`src/sv/ddo_pkg.sv`:
```
// Shared constants, types and functions of the differential drive odometry block.
`default_nettype none
package ddo_pkg;

    localparam int CORDIC_STAGES    = 16;
    localparam int TICK_WIDTH       = 16;
    localparam int CORDIC_TABLE_LEN = 30;

    localparam int CFG_W       = 24;
    localparam int CFG_IDX_W   = 2;
    localparam int ANG_W       = 32;
    localparam int POS_W       = 32;
    localparam int OUT_W       = 24;
    localparam int IN_DATA_W   = 32;
    localparam int OUT_DATA_W  = 144;

    localparam int SUM_W       = TICK_WIDTH + 1;
    localparam int SCALE_SHIFT = 9;
    localparam int D_W         = CFG_W + SUM_W - SCALE_SHIFT;
    localparam int DL_W        = 16;
    localparam int DH_W        = D_W - DL_W;
    localparam int STEP_W      = ANG_W + 1;

    localparam int CS_W        = 33;
    localparam int Z_W         = 34;
    localparam int CNT_W       = $clog2(CORDIC_STAGES + 1);
    localparam int ATAN_IDX_W  = $clog2(CORDIC_TABLE_LEN);
    localparam logic signed [CS_W-1:0] CORDIC_GAIN = CS_W'(652032874);

    localparam int MUL_A_W     = CFG_W + 1;
    localparam int MUL_B_W     = CS_W;
    localparam int PROD_W      = MUL_A_W + MUL_B_W;
    localparam int ACC_W       = 64;
    localparam int Q30_SHIFT   = 30;

    localparam logic signed [PROD_W-1:0] SAT_HI = PROD_W'((1 << (OUT_W - 1)) - 1);
    localparam logic signed [PROD_W-1:0] SAT_LO = -SAT_HI - PROD_W'(1);

    localparam logic [CFG_IDX_W-1:0] CFG_METRES_PER_TICK = 2'd0;
    localparam logic [CFG_IDX_W-1:0] CFG_ANGLE_PER_DIFF  = 2'd1;
    localparam logic [CFG_IDX_W-1:0] CFG_SPEED_PER_TICK  = 2'd2;
    localparam logic [CFG_IDX_W-1:0] CFG_RATE_PER_DIFF   = 2'd3;

    typedef enum logic [3:0] {
        ST_IDLE,
        ST_TRAV,
        ST_STEP,
        ST_SPD,
        ST_RATE,
        ST_CWAIT,
        ST_XL,
        ST_XH,
        ST_YL,
        ST_YH,
        ST_FIN,
        ST_OUT
    } t_state;

    function automatic logic [ANG_W-1:0] atan_entry(input logic [ATAN_IDX_W-1:0] idx);
        logic [ANG_W-1:0] v;
        case (idx)
            5'd0:  v = 32'h20000000;
            5'd1:  v = 32'h12E4051D;
            5'd2:  v = 32'h09FB385B;
            5'd3:  v = 32'h051111D4;
            5'd4:  v = 32'h028B0D43;
            5'd5:  v = 32'h0145D7E1;
            5'd6:  v = 32'h00A2F61E;
            5'd7:  v = 32'h00517C55;
            5'd8:  v = 32'h0028BE53;
            5'd9:  v = 32'h00145F2E;
            5'd10: v = 32'h000A2F98;
            5'd11: v = 32'h000517CC;
            5'd12: v = 32'h00028BE6;
            5'd13: v = 32'h000145F3;
            5'd14: v = 32'h0000A2F9;
            5'd15: v = 32'h0000517C;
            5'd16: v = 32'h000028BE;
            5'd17: v = 32'h0000145F;
            5'd18: v = 32'h00000A2F;
            5'd19: v = 32'h00000517;
            5'd20: v = 32'h0000028B;
            5'd21: v = 32'h00000145;
            5'd22: v = 32'h000000A2;
            5'd23: v = 32'h00000051;
            5'd24: v = 32'h00000028;
            5'd25: v = 32'h00000014;
            5'd26: v = 32'h0000000A;
            5'd27: v = 32'h00000005;
            5'd28: v = 32'h00000002;
            5'd29: v = 32'h00000001;
            default: v = '0;
        endcase
        return v;
    endfunction

    function automatic logic signed [OUT_W-1:0] sat_out(input logic signed [PROD_W-1:0] v);
        logic signed [OUT_W-1:0] r;
        if (v > SAT_HI) begin
            r = OUT_W'(SAT_HI);
        end else if (v < SAT_LO) begin
            r = OUT_W'(SAT_LO);
        end else begin
            r = OUT_W'(v);
        end
        return r;
    endfunction

endpackage
`default_nettype wire

```
`src/sv/ddo_mul.sv`:
```
// Shared signed multiplier with registered product.
`default_nettype none
module ddo_mul (
    input  logic                                i_clk,
    input  logic signed [ddo_pkg::MUL_A_W-1:0]  i_a,
    input  logic signed [ddo_pkg::MUL_B_W-1:0]  i_b,
    output logic signed [ddo_pkg::PROD_W-1:0]   o_prod
);
    import ddo_pkg::*;

    logic signed [PROD_W-1:0] r_prod;

    always_ff @(posedge i_clk) begin
        r_prod <= PROD_W'(i_a) * PROD_W'(i_b);
    end

    assign o_prod = r_prod;

endmodule
`default_nettype wire

```
`src/sv/ddo_cordic.sv`:
```
// Iterative CORDIC rotation giving cosine and sine of a binary angle, one stage per cycle.
`default_nettype none
module ddo_cordic (
    input  logic                              i_clk,
    input  logic                              i_rst_n,
    input  logic                              i_start,
    input  logic [ddo_pkg::ANG_W-1:0]         i_angle,
    output logic                              o_done,
    output logic signed [ddo_pkg::CS_W-1:0]   o_cos,
    output logic signed [ddo_pkg::CS_W-1:0]   o_sin
);
    import ddo_pkg::*;

    logic signed [CS_W-1:0]  r_x;
    logic signed [CS_W-1:0]  r_y;
    logic signed [Z_W-1:0]   r_z;
    logic [CNT_W-1:0]        r_i;
    logic                    r_run;
    logic                    r_flip;
    logic                    r_done;
    logic signed [CS_W-1:0]  r_cos;
    logic signed [CS_W-1:0]  r_sin;

    logic                    flip;
    logic signed [ANG_W-1:0] ang_folded;
    logic signed [CS_W-1:0]  xs;
    logic signed [CS_W-1:0]  ys;
    logic signed [Z_W-1:0]   atan_z;

    always_comb begin
        flip       = i_angle[ANG_W-1] ^ i_angle[ANG_W-2];
        ang_folded = signed'(i_angle ^ {flip, {(ANG_W-1){1'b0}}});
        xs         = r_x >>> r_i;
        ys         = r_y >>> r_i;
        atan_z     = signed'(Z_W'(atan_entry(ATAN_IDX_W'(r_i))));
    end

    always_ff @(posedge i_clk) begin
        if (!i_rst_n) begin
            r_run  <= 1'b0;
            r_done <= 1'b0;
            r_i    <= '0;
        end else begin
            if (i_start) begin
                r_x    <= CORDIC_GAIN;
                r_y    <= '0;
                r_z    <= Z_W'(ang_folded);
                r_flip <= flip;
                r_i    <= '0;
                r_run  <= 1'b1;
                r_done <= 1'b0;
            end else if (r_run) begin
                if (r_i == CNT_W'(CORDIC_STAGES)) begin
                    r_cos  <= r_flip ? -r_x : r_x;
                    r_sin  <= r_flip ? -r_y : r_y;
                    r_run  <= 1'b0;
                    r_done <= 1'b1;
                end else begin
                    if (!r_z[Z_W-1]) begin
                        r_x <= r_x - ys;
                        r_y <= r_y + xs;
                        r_z <= r_z - atan_z;
                    end else begin
                        r_x <= r_x + ys;
                        r_y <= r_y - xs;
                        r_z <= r_z + atan_z;
                    end
                    r_i    <= r_i + CNT_W'(1);
                    r_done <= 1'b0;
                end
            end else begin
                r_done <= 1'b0;
            end
        end
    end

    assign o_done = r_done;
    assign o_cos  = r_cos;
    assign o_sin  = r_sin;

endmodule
`default_nettype wire

```
`src/sv/differential_drive_odometry.sv`:
```
// Differential drive odometry: pose update from wheel encoder ticks, top level.
//
// Input stream: one beat per sample period carries the left and right tick counts.
// Each beat updates the pose (x, y, heading) and yields one output beat with the new
// pose, forward speed and turn rate. Configuration registers are written through
// i_cfg_wr_en / i_cfg_index / i_cfg_wdata by the user only while no beat is in
// flight; the block itself does not enforce this.
//
// Per beat the sequencer runs four passes through the shared multiplier for travel,
// heading step, speed and rate, the CORDIC loop, four more multiplier passes for
// the position deltas, ST_FIN to finish the y delta and ST_OUT to commit the pose.
// s_axis_tready is high only while the sequencer is idle, so a new beat is accepted
// only after the previous one has been committed.
//
// A finished result sits in the output register until taken; the next beat is
// accepted and worked on meanwhile, and the sequencer holds before committing
// its pose while the previous result still waits. Reset clears the pose, the
// configuration registers and the output valid flag.
`default_nettype none
module differential_drive_odometry (
    input  logic                                 i_clk,
    input  logic                                 i_rst_n,
    // left_ticks [15:0], right_ticks [31:16]
    input  logic [ddo_pkg::IN_DATA_W-1:0]        s_axis_tdata,
    input  logic                                 s_axis_tvalid,
    output logic                                 s_axis_tready,
    // pos_x [31:0], pos_y [63:32], heading_angle [95:64],
    // linear_speed [119:96], turn_rate [143:120]
    output logic [ddo_pkg::OUT_DATA_W-1:0]       m_axis_tdata,
    output logic                                 m_axis_tvalid,
    input  logic                                 m_axis_tready,
    input  logic                                 i_cfg_wr_en,
    input  logic [ddo_pkg::CFG_IDX_W-1:0]        i_cfg_index,
    input  logic [ddo_pkg::CFG_W-1:0]            i_cfg_wdata
);
    import ddo_pkg::*;

    t_state r_state;
    t_state n_state;

    logic [CFG_W-1:0] r_metres_per_tick;
    logic [CFG_W-1:0] r_angle_per_diff;
    logic [CFG_W-1:0] r_speed_per_tick;
    logic [CFG_W-1:0] r_rate_per_diff;

    logic [POS_W-1:0] r_x;
    logic [POS_W-1:0] r_y;
    logic [ANG_W-1:0] r_heading;
    logic             r_out_valid;
    logic signed [OUT_W-1:0] r_out_speed;
    logic signed [OUT_W-1:0] r_out_rate;

    logic signed [SUM_W-1:0]  r_sum;
    logic signed [SUM_W-1:0]  r_diff;
    logic signed [D_W-1:0]    r_d;
    logic [STEP_W-1:0]        r_step;
    logic signed [OUT_W-1:0]  r_speed;
    logic signed [OUT_W-1:0]  r_rate;
    logic signed [ACC_W-1:0]  r_acc;
    logic [POS_W-1:0]         r_dx;
    logic [POS_W-1:0]         r_dy;

    logic signed [TICK_WIDTH-1:0] left_t;
    logic signed [TICK_WIDTH-1:0] right_t;
    logic                         in_beat;
    logic                         commit;
    logic signed [MUL_A_W-1:0]    mul_a;
    logic signed [MUL_B_W-1:0]    mul_b;
    logic signed [PROD_W-1:0]     prod;
    logic signed [ACC_W-1:0]      acc_sum;
    logic [ANG_W-1:0]             mid_angle;
    logic                         cordic_start;
    logic                         cordic_done;
    logic signed [CS_W-1:0]       cos_v;
    logic signed [CS_W-1:0]       sin_v;

    ddo_mul u_mul (
        .i_clk  (i_clk),
        .i_a    (mul_a),
        .i_b    (mul_b),
        .o_prod (prod)
    );

    ddo_cordic u_cordic (
        .i_clk   (i_clk),
        .i_rst_n (i_rst_n),
        .i_start (cordic_start),
        .i_angle (mid_angle),
        .o_done  (cordic_done),
        .o_cos   (cos_v),
        .o_sin   (sin_v)
    );

    always_comb begin
        left_t       = signed'(s_axis_tdata[TICK_WIDTH-1:0]);
        right_t      = signed'(s_axis_tdata[16 +: TICK_WIDTH]);
        in_beat      = s_axis_tvalid && s_axis_tready;
        commit       = (r_state == ST_OUT) && (!r_out_valid || m_axis_tready);
        acc_sum      = r_acc + (ACC_W'(prod) <<< 16);
        mid_angle    = r_heading + ANG_W'(r_step[STEP_W-1:1]);
        cordic_start = (r_state == ST_RATE);
    end

    always_comb begin
        case (r_state)
            ST_TRAV: begin
                mul_a = signed'(MUL_A_W'(r_metres_per_tick));
                mul_b = MUL_B_W'(r_sum);
            end
            ST_STEP: begin
                mul_a = signed'(MUL_A_W'(r_angle_per_diff));
                mul_b = MUL_B_W'(r_diff);
            end
            ST_SPD: begin
                mul_a = signed'(MUL_A_W'(r_speed_per_tick));
                mul_b = MUL_B_W'(r_sum);
            end
            ST_XL: begin
                mul_a = signed'(MUL_A_W'(r_d[DL_W-1:0]));
                mul_b = cos_v;
            end
            ST_XH: begin
                mul_a = MUL_A_W'(signed'(r_d[D_W-1:DL_W]));
                mul_b = cos_v;
            end
            ST_YL: begin
                mul_a = signed'(MUL_A_W'(r_d[DL_W-1:0]));
                mul_b = sin_v;
            end
            ST_YH: begin
                mul_a = MUL_A_W'(signed'(r_d[D_W-1:DL_W]));
                mul_b = sin_v;
            end
            default: begin
                mul_a = signed'(MUL_A_W'(r_rate_per_diff));
                mul_b = MUL_B_W'(r_diff);
            end
        endcase
    end

    always_comb begin
        n_state       = r_state;
        s_axis_tready = (r_state == ST_IDLE);
        case (r_state)
            ST_IDLE:  if (s_axis_tvalid) n_state = ST_TRAV;
            ST_TRAV:  n_state = ST_STEP;
            ST_STEP:  n_state = ST_SPD;
            ST_SPD:   n_state = ST_RATE;
            ST_RATE:  n_state = ST_CWAIT;
            ST_CWAIT: if (cordic_done) n_state = ST_XL;
            ST_XL:    n_state = ST_XH;
            ST_XH:    n_state = ST_YL;
            ST_YL:    n_state = ST_YH;
            ST_YH:    n_state = ST_FIN;
            ST_FIN:   n_state = ST_OUT;
            ST_OUT:   if (commit) n_state = ST_IDLE;
            default:  n_state = ST_IDLE;
        endcase
    end

    always_ff @(posedge i_clk) begin
        if (!i_rst_n) begin
            r_state <= ST_IDLE;
        end else begin
            r_state <= n_state;
        end
    end

    always_ff @(posedge i_clk) begin
        if (!i_rst_n) begin
            r_metres_per_tick <= '0;
            r_angle_per_diff  <= '0;
            r_speed_per_tick  <= '0;
            r_rate_per_diff   <= '0;
        end else if (i_cfg_wr_en) begin
            case (i_cfg_index)
                CFG_METRES_PER_TICK: r_metres_per_tick <= i_cfg_wdata;
                CFG_ANGLE_PER_DIFF:  r_angle_per_diff  <= i_cfg_wdata;
                CFG_SPEED_PER_TICK:  r_speed_per_tick  <= i_cfg_wdata;
                CFG_RATE_PER_DIFF:   r_rate_per_diff   <= i_cfg_wdata;
                default: ;
            endcase
        end
    end

    always_ff @(posedge i_clk) begin
        if (!i_rst_n) begin
            r_x         <= '0;
            r_y         <= '0;
            r_heading   <= '0;
            r_out_valid <= 1'b0;
        end else begin
            if (commit) begin
                r_x         <= r_x + r_dx;
                r_y         <= r_y + r_dy;
                r_heading   <= r_heading + r_step[ANG_W-1:0];
                r_out_speed <= r_speed;
                r_out_rate  <= r_rate;
                r_out_valid <= 1'b1;
            end else if (m_axis_tready) begin
                r_out_valid <= 1'b0;
            end
        end
    end

    always_ff @(posedge i_clk) begin
        if (in_beat) begin
            r_sum  <= SUM_W'(left_t) + SUM_W'(right_t);
            r_diff <= SUM_W'(right_t) - SUM_W'(left_t);
        end
        case (r_state)
            ST_STEP:  r_d     <= D_W'(prod >>> SCALE_SHIFT);
            ST_SPD:   r_step  <= prod[STEP_W-1:0];
            ST_RATE:  r_speed <= sat_out(prod >>> SCALE_SHIFT);
            ST_CWAIT: r_rate  <= sat_out(prod);
            ST_XH:    r_acc   <= ACC_W'(prod);
            ST_YL:    r_dx    <= acc_sum[Q30_SHIFT +: POS_W];
            ST_YH:    r_acc   <= ACC_W'(prod);
            ST_FIN:   r_dy    <= acc_sum[Q30_SHIFT +: POS_W];
            default: ;
        endcase
    end

    assign m_axis_tvalid = r_out_valid;
    assign m_axis_tdata  = {r_out_rate, r_out_speed, r_heading, r_y, r_x};

endmodule
`default_nettype wire

```
`config.mk`:
```
export PLATFORM = sky130hd
export DESIGN_NAME = differential_drive_odometry
export DESIGN_NICKNAME = d
export VERILOG_FILES = /design/src/sv/ddo_pkg.sv /design/src/sv/ddo_mul.sv /design/src/sv/ddo_cordic.sv /design/src/sv/differential_drive_odometry.sv
export SDC_FILE = /design/constraint.sdc
export NUM_CORES = 2
export LEC_CHECK = 0
export BUFFER_PORTS_ARGS = -buffer_cell sky130_fd_sc_hd__buf_2
export CORE_MARGIN = 2
export CORE_UTILIZATION = 30
export DETAILED_ROUTE_END_ITERATION = 16
export PLACE_DENSITY_LB_ADDON = 0.08
export SLEW_MARGIN = 10
export SYNTH_ARGS = -nofsm -noshare
export SYNTH_HDL_FRONTEND = slang
export SYNTH_SLANG_ARGS = --single-unit
```
`constraint.sdc`:
```
create_clock -name i_clk -period 22.6 [get_ports i_clk]
set_input_delay 4.52 -clock i_clk [delete_from_list [all_inputs] [get_ports i_clk]]
set_output_delay 4.52 -clock i_clk [all_outputs]
set_load 0.02 [all_outputs]
```
=== Word level (Yosys, flattened, before mapping) ===
Memories as Yosys holds them, arrays and structs flattened. A register that Yosys moved wholly into a read port is not among the register bits.
Cells that the tools add are included.

* Word-level logic and storage cells: 132
* Bits of input ports: 63
* Register bits after elaboration: 746
* Memory bits (read-only): 960
* Memories: 1
* Output and inout port bits: 146

{| class="wikitable"
|+ Memories
! name !! words !! width !! read ports !! clocked after memory_dff !! write ports !! line !! text
|-
| (no name shown) || 32 || 30 || 1 || 1 || 0 || ddo_pkg.sv:61 || <nowiki>case (idx)</nowiki>
|}

* Bitwise gates (word level): 6
* Multiplexer cells: 28
* Reduce and logical (&&, ||, !) cells: 25
* Magnitude comparators: 4
* $mul: 1
* $add $sub $neg: 16
* Equality and inequality tests: 19
* Shift-type cells: 2

{| class="wikitable"
|+ Operator list
! operator !! count
|-
| 33-bit 2-to-1 mux || 8
|-
| 34-bit 2-to-1 mux || 4
|-
| 32-bit adder || 4
|-
| 25-bit case mux with 5 select lines || 1
|-
| 33-bit case mux with 3 select lines || 1
|-
| 33-bit adder || 2
|-
| 33-bit negator || 2
|-
| 33-bit by 5-bit >>> shifter with 33-bit output || 2
|-
| 33-bit subtractor || 2
|-
| 58-bit by 62-bit adder with 62-bit output || 1
|-
| 58-bit by 24-bit greater-than comparator with 1-bit output (second input constant) || 1
|-
| 58-bit by 24-bit less-than comparator with 1-bit output (second input constant) || 1
|-
| 25-bit by 33-bit multiplier with 58-bit output || 1
|-
| 49-bit by 24-bit greater-than comparator with 1-bit output (second input constant) || 1
|-
| 49-bit by 24-bit less-than comparator with 1-bit output (second input constant) || 1
|-
| 24-bit 2-to-1 mux || 2
|-
| 4-bit case mux with 12 select lines || 1
|-
| 34-bit by 33-bit adder with 34-bit output || 1
|-
| 34-bit by 33-bit subtractor with 34-bit output || 1
|-
| 32-bit XOR || 1
|-
| 16-bit by 16-bit adder with 17-bit output || 1
|-
| 16-bit by 16-bit subtractor with 17-bit output || 1
|-
| 4-bit by 3-bit == test with 1-bit output (second input constant) || 4
|-
| 4-bit == test (second input constant) || 4
|-
| other kinds (24) || 53
|}

=== Logic depth before layout (Yosys ltp) ===
* Depth in word-level cells: 5
* Depth in mapped cells: 37
* Gate-level depth less buffers: 33

=== By module ===
Synthesis repeated with hierarchy kept, for this count alone.

* Cells, all modules: 8334
* Area total of the unflattened synthesis: 78345.1 µm²

{| class="wikitable"
|+ By module, submodules not included
! module !! times used !! sequential area each (µm²) !! cells an instance !! area an instance (µm²)
|-
| ddo_mul || 1 || 1161.1 || 3199 || 29976.2
|-
| differential_drive_odometry || 1 || 12952.4 || 2851 || 27476.4
|-
| ddo_cordic || 1 || 5755.5 || 2284 || 20892.5
|}

=== Worst setup path before layout ===
Ideal clock, no wire load.

* Path kind: input to register
* Start: input port i_rst_n
* End: register u_cordic.r_x[0] (enable)
* Setup time: 0.711 ns
* Arrival: 12.310 ns
* Data required time: 21.889 ns
* Stages on the path: 3
* Buffers on the path: 2
* Setup slack: 9.579 ns
* Cell sequence: clkbuf_1 clkbuf_1 a21boi_0

* Longest elaborated chain between the ends: 1

{| class="wikitable"
|+ Ends and longest elaborated chain
! item !! line !! text
|-
| start, declared || differential_drive_odometry.sv:22 || <nowiki>input logic i_rst_n,</nowiki>
|-
| 3-bit AND reduction (no source line) || n/a ||
|-
| end signal, assigned || ddo_cordic.sv:60 || <nowiki>r_x <= r_x - ys;</nowiki>
|-
| end signal, assigned || ddo_cordic.sv:64 || <nowiki>r_x <= r_x + ys;</nowiki>
|-
| end, declared || ddo_cordic.sv:14 || <nowiki>logic signed [CS_W-1:0] r_x;</nowiki>
|}

No other way between the ends.
A chain may end at the register's enable or synchronous reset.

=== Final worst setup path ===
* Start: register r_state[3]
* End: register u_mul.r_prod[56], in the netlist u_mul.o_prod[56]

* Longest elaborated chain between the ends: 4
* Elaborated cells between the ends (all ways): 15
* Classes of those cells: mul (1); eq/ne (7); mux (2); reduce/logical (5)

{| class="wikitable"
|+ Ends and longest elaborated chain
! item !! line !! text
|-
| start, declared || differential_drive_odometry.sv:38 || <nowiki>t_state r_state;</nowiki>
|-
| start signal, assigned || differential_drive_odometry.sv:165 || <nowiki>r_state <= n_state;</nowiki>
|-
| 4-bit == test (tied with other cells) || differential_drive_odometry.sv:105 || <nowiki>case (r_state)</nowiki>
|-
| 2-bit OR reduction (no source line) || n/a ||
|-
| 25-bit case mux with 5 select lines or 33-bit case mux with 3 select lines (tied branches) || differential_drive_odometry.sv:105 ||
|-
| 25-bit by 33-bit multiplier with 58-bit output (*) || ddo_mul.sv:14 || <nowiki>r_prod <= PROD_W'(i_a) * PROD_W'(i_b);</nowiki>
|-
| end signal, assigned || ddo_mul.sv:14 ||
|-
| end, declared || ddo_mul.sv:11 || <nowiki>logic signed [PROD_W-1:0] r_prod;</nowiki>
|}

Every way passes the cells marked *; elsewhere a longest branch is shown, timed or not.

==> impl_metrics.env <==
export IMPL_syn_instance_count=8129
export IMPL_synth_seq_cells=759
export IMPL_cts_sink_count=759
export IMPL_vias=58290
export IMPL_timing_critical_path_from_type="flip-flop"
export IMPL_synth_largest_area_cell="sky130_fd_sc_hd__fa_1"
export IMPL_cts_root_buffer="sky130_fd_sc_hd__clkbuf_16"
export IMPL_timing_final_crit_period_ns=11.65
export IMPL_cts_tree="done"
export IMPL_cts_made_buffers=97
export IMPL_synth_ff_type="sky130_fd_sc_hd__edfxtp_1"
export IMPL_clock_tree_buffer_depth=3
export IMPL_setup_tns_final_ns=0
export IMPL_worst_endpoint_arrival_ns=12.29
export IMPL_drc=0
export IMPL_cts_setup_buffers=0
export IMPL_placement_cell_area_mm2=0.0806
export IMPL_route_detailed_vias_per_inst=5.02
export IMPL_regArea_mm2=0.0199
export IMPL_maximum_number_of_pins_on_one_net_before_global_route_repair=102
export IMPL_synthesis_area_mm2=0.0757
export IMPL_leading_cell_type_in_the_layout_fill_and_taps_excluded="sky130_fd_sc_hd__nand2_1"
export IMPL_fin_skew_ns=0.0464
export IMPL_worst_pin_slew_ns=1.18
export IMPL_cts_repair_resize_count=0
export IMPL_port_buffer_count=208
export IMPL_status="finished clean"
export IMPL_gp_routability_congestion=0.895
export IMPL_synthDistinctLibCells=99
export IMPL_synth_to_final_area_change_pct=10.8
export IMPL_grt_setup_unrepaired="false"
export IMPL_worstPathRequired_ns=23.24
export IMPL_ys_async_sr_fraction_pct=0
export IMPL_number_of_antenna_violations_at_the_first_check_in_global_routing=34
export IMPL_top_level_ports=209
export IMPL_placement_rows=184
export IMPL_critPathMaxFanout=52
export IMPL_clkSlewWorstSetupHoldPaths_ns=0.06
export IMPL_class_of_the_worst_hold_path="flip-flop to flip-flop"
export IMPL_clock_tree_htree_level_count=3
export IMPL_slowest_delay_ns=0.76
export IMPL_drtAntennaViolNets=0
export IMPL_grt_usage_pct=20.8
export IMPL_synth_warning_count=0
export IMPL_maxSlewHeadroom_pct=21.1
export IMPL_setup_violations=0
export IMPL_synth_area_per_cell_um2=9.32
export IMPL_synth_enable_flop_cells=467
export IMPL_max_cap_violations=0
export IMPL_postSynthNetCount=9511
export IMPL_wirelength_mm=268
export IMPL_worstSetupEndpointType="flip-flop"
export IMPL_die_y_um=506
export IMPL_first_iter_violations=4471
export IMPL_multiInputGateArea_mm2=0.0506
export IMPL_die_width_um=506
export IMPL_finalMaxSlewViolations=0
export IMPL_grt_pass1_vias=59991
export IMPL_fin_crit_sh_pct=51.5
export IMPL_number_of_filler_instances_in_the_final_layout=26012
export IMPL_hpwlAfterDp_mm=203
export IMPL_netlist_area_leader_share_pct=22.5
export IMPL_detailedRoute_firstPassIterationCount=6
export IMPL_grt_overflow_total=0
export IMPL_global_route_wire_length_before_repair_mm=402
export IMPL_crit_path_frequent_cell="sky130_fd_sc_hd__fa_1"
export IMPL_starting_density_pct=30.2
export IMPL_placeableCoreArea_mm2=0.251
export IMPL_finalNetCount=9560
export IMPL_layout_common_cells="sky130_fd_sc_hd__nand2_1, sky130_fd_sc_hd__inv_1, sky130_fd_sc_hd__fa_1, sky130_fd_sc_hd__nor2_1, sky130_fd_sc_hd__ha_1"
export IMPL_synthTopCellsByArea="sky130_fd_sc_hd__fa_1, sky130_fd_sc_hd__edfxtp_1, sky130_fd_sc_hd__ha_1"
export IMPL_fmax_mhz=85.8
export IMPL_route_detailed_wl_per_inst_um=23.1
export IMPL_clkLatencyLatePin_ns=0.75
export IMPL_critPathKind="flip-flop to flip-flop"
export IMPL_die_area_mm2=0.257
export IMPL_postCtsHoldBufs=0
export IMPL_post_route_cell_area_mm2=0.0839
export IMPL_highest_delay_cell_along_the_critical_path="sky130_fd_sc_hd__or3_2"
export IMPL_finalHoldViolations=0
export IMPL_synth_yosys_seq_area_share_pct=26.2
export IMPL_layout_drive_gt1_share_pct=8.57
-- cell families (layout without fill, tap and decap cells) --
family	after synthesis	in the layout	synth area share (%)
and+or+nand+nor	2546	2546	14.8
xor gates and xnor gates	436	436	5.04
other	0	5	0
adders and majority gates	1319	1319	30.2
muxes	153	153	3.49
DFF	759	759	26.2
buffers and inverters	1416	1546	7.21
AOI/OAI and AO/OA	1500	1500	13.0
-- sequential cells by signal, summed over array words and instances, names as in the netlist, 32 cells and up --
signal	flops
r_acc	42
u_cordic.o_cos	33
r_step	33
r_x	32
r_dy	32
r_d	32
r_heading	32
u_cordic.r_x	33
u_mul.o_prod	58
u_cordic.r_z	34
r_dx	32
u_cordic.o_sin	33
r_y	32
u_cordic.r_y	33
-- path summary, 6_finish.rpt --
check / start / end / slack, ns / cells after the start
setup / recovery: r_state[3] / u_mul.o_prod[56] / 10.95 / 32
hold / removal: r_speed[10] / r_out_speed[10] / 0.41 / 0
setup reg to reg: r_state[3] / u_mul.o_prod[56] / 10.95 / 32
hold reg to reg: r_speed[10] / r_out_speed[10] / 0.41 / 0
-- layer usage --
metal | global-route usage, % | part of all wire (%) | vias up
li1 | - | - | 27192
met1 | 30.1 | 48 | 29079
met2 | 32.8 | 44 | 1703
met3 | 2.72 | 5.3 | 302
met4 | 4.88 | 2.5 | 14
met5 | 0.0370 | 0.035 | -
-- worst max-delay path, delay by kind of cell (launching register included) --
family                     cells  cell delay (ns)
xor gates and xnor gates       1             0.14
buffers and inverters          7             1.72
and+or+nand+nor                6             1.84
AOI/OAI and AO/OA             10             3.19
DFF                            1             0.60
adders and majority gates      8             3.97
-- metrics by stage --
step / util, % / instances / worst slack, ns / hold WS (ns)
global placement: 32.1 / 11427 / 11.04 / 0.405
finish: 33.4 / 11612 / 10.95 / 0.408
detailed placement: 32.1 / 11427 / 10.92 / 0.407
CTS: 33.4 / 11607 / 10.92 / 0.413
global route: 33.4 / 11608 / 10.21 / 0.420
floorplan: - / 8129 / 9.58 / 0.400
-- synthesized netlist by cell type, types with 27 or more instances --
cell type                  instances
sky130_fd_sc_hd__nand2_1        1048
sky130_fd_sc_hd__inv_1          1028
sky130_fd_sc_hd__fa_1            851
sky130_fd_sc_hd__nor2_1          822
sky130_fd_sc_hd__ha_1            468
sky130_fd_sc_hd__edfxtp_1        467
sky130_fd_sc_hd__a21oi_1         349
sky130_fd_sc_hd__clkbuf_1        331
sky130_fd_sc_hd__o21ai_0         307
sky130_fd_sc_hd__dfxtp_1         292
sky130_fd_sc_hd__xnor2_1         250
sky130_fd_sc_hd__xor2_1          186
sky130_fd_sc_hd__a21o_1          171
sky130_fd_sc_hd__a21boi_0        137
sky130_fd_sc_hd__and2_1          107
sky130_fd_sc_hd__nand3_1          97
sky130_fd_sc_hd__nand2b_1         82
sky130_fd_sc_hd__mux4_2           80
sky130_fd_sc_hd__nor3_1           75
sky130_fd_sc_hd__o21a_1           75
sky130_fd_sc_hd__a31oi_1          61
sky130_fd_sc_hd__nand4_1          54
sky130_fd_sc_hd__nor2b_1          49
sky130_fd_sc_hd__or3_1            43
sky130_fd_sc_hd__mux2i_1          42
sky130_fd_sc_hd__a211oi_1         41
sky130_fd_sc_hd__o21bai_1         41
sky130_fd_sc_hd__or2_2            40
sky130_fd_sc_hd__and3_1           33
sky130_fd_sc_hd__o31ai_1          32
sky130_fd_sc_hd__buf_1            28
sky130_fd_sc_hd__nor4_1           28
sky130_fd_sc_hd__o21ai_1          27
-- cell type report --
| type | instances | share of cell area [%] |
|---|---|---|
| sequential | 759 | 23.7 |
| clock inverter | 56 | 0.817 |
| multi-input combinational | 5954 | 60.3 |
| tap | 3348 | 4.99 |
| clock buffer | 124 | 3.16 |
| timing repair buffer | 334 | 2.38 |
| inverter | 1032 | 4.62 |
| antenna | 5 | 0.0149 |
Power is left out: the tool's default activity adds up to more than one toggle a clock period on the data nets, which glitch-free logic cannot reach.
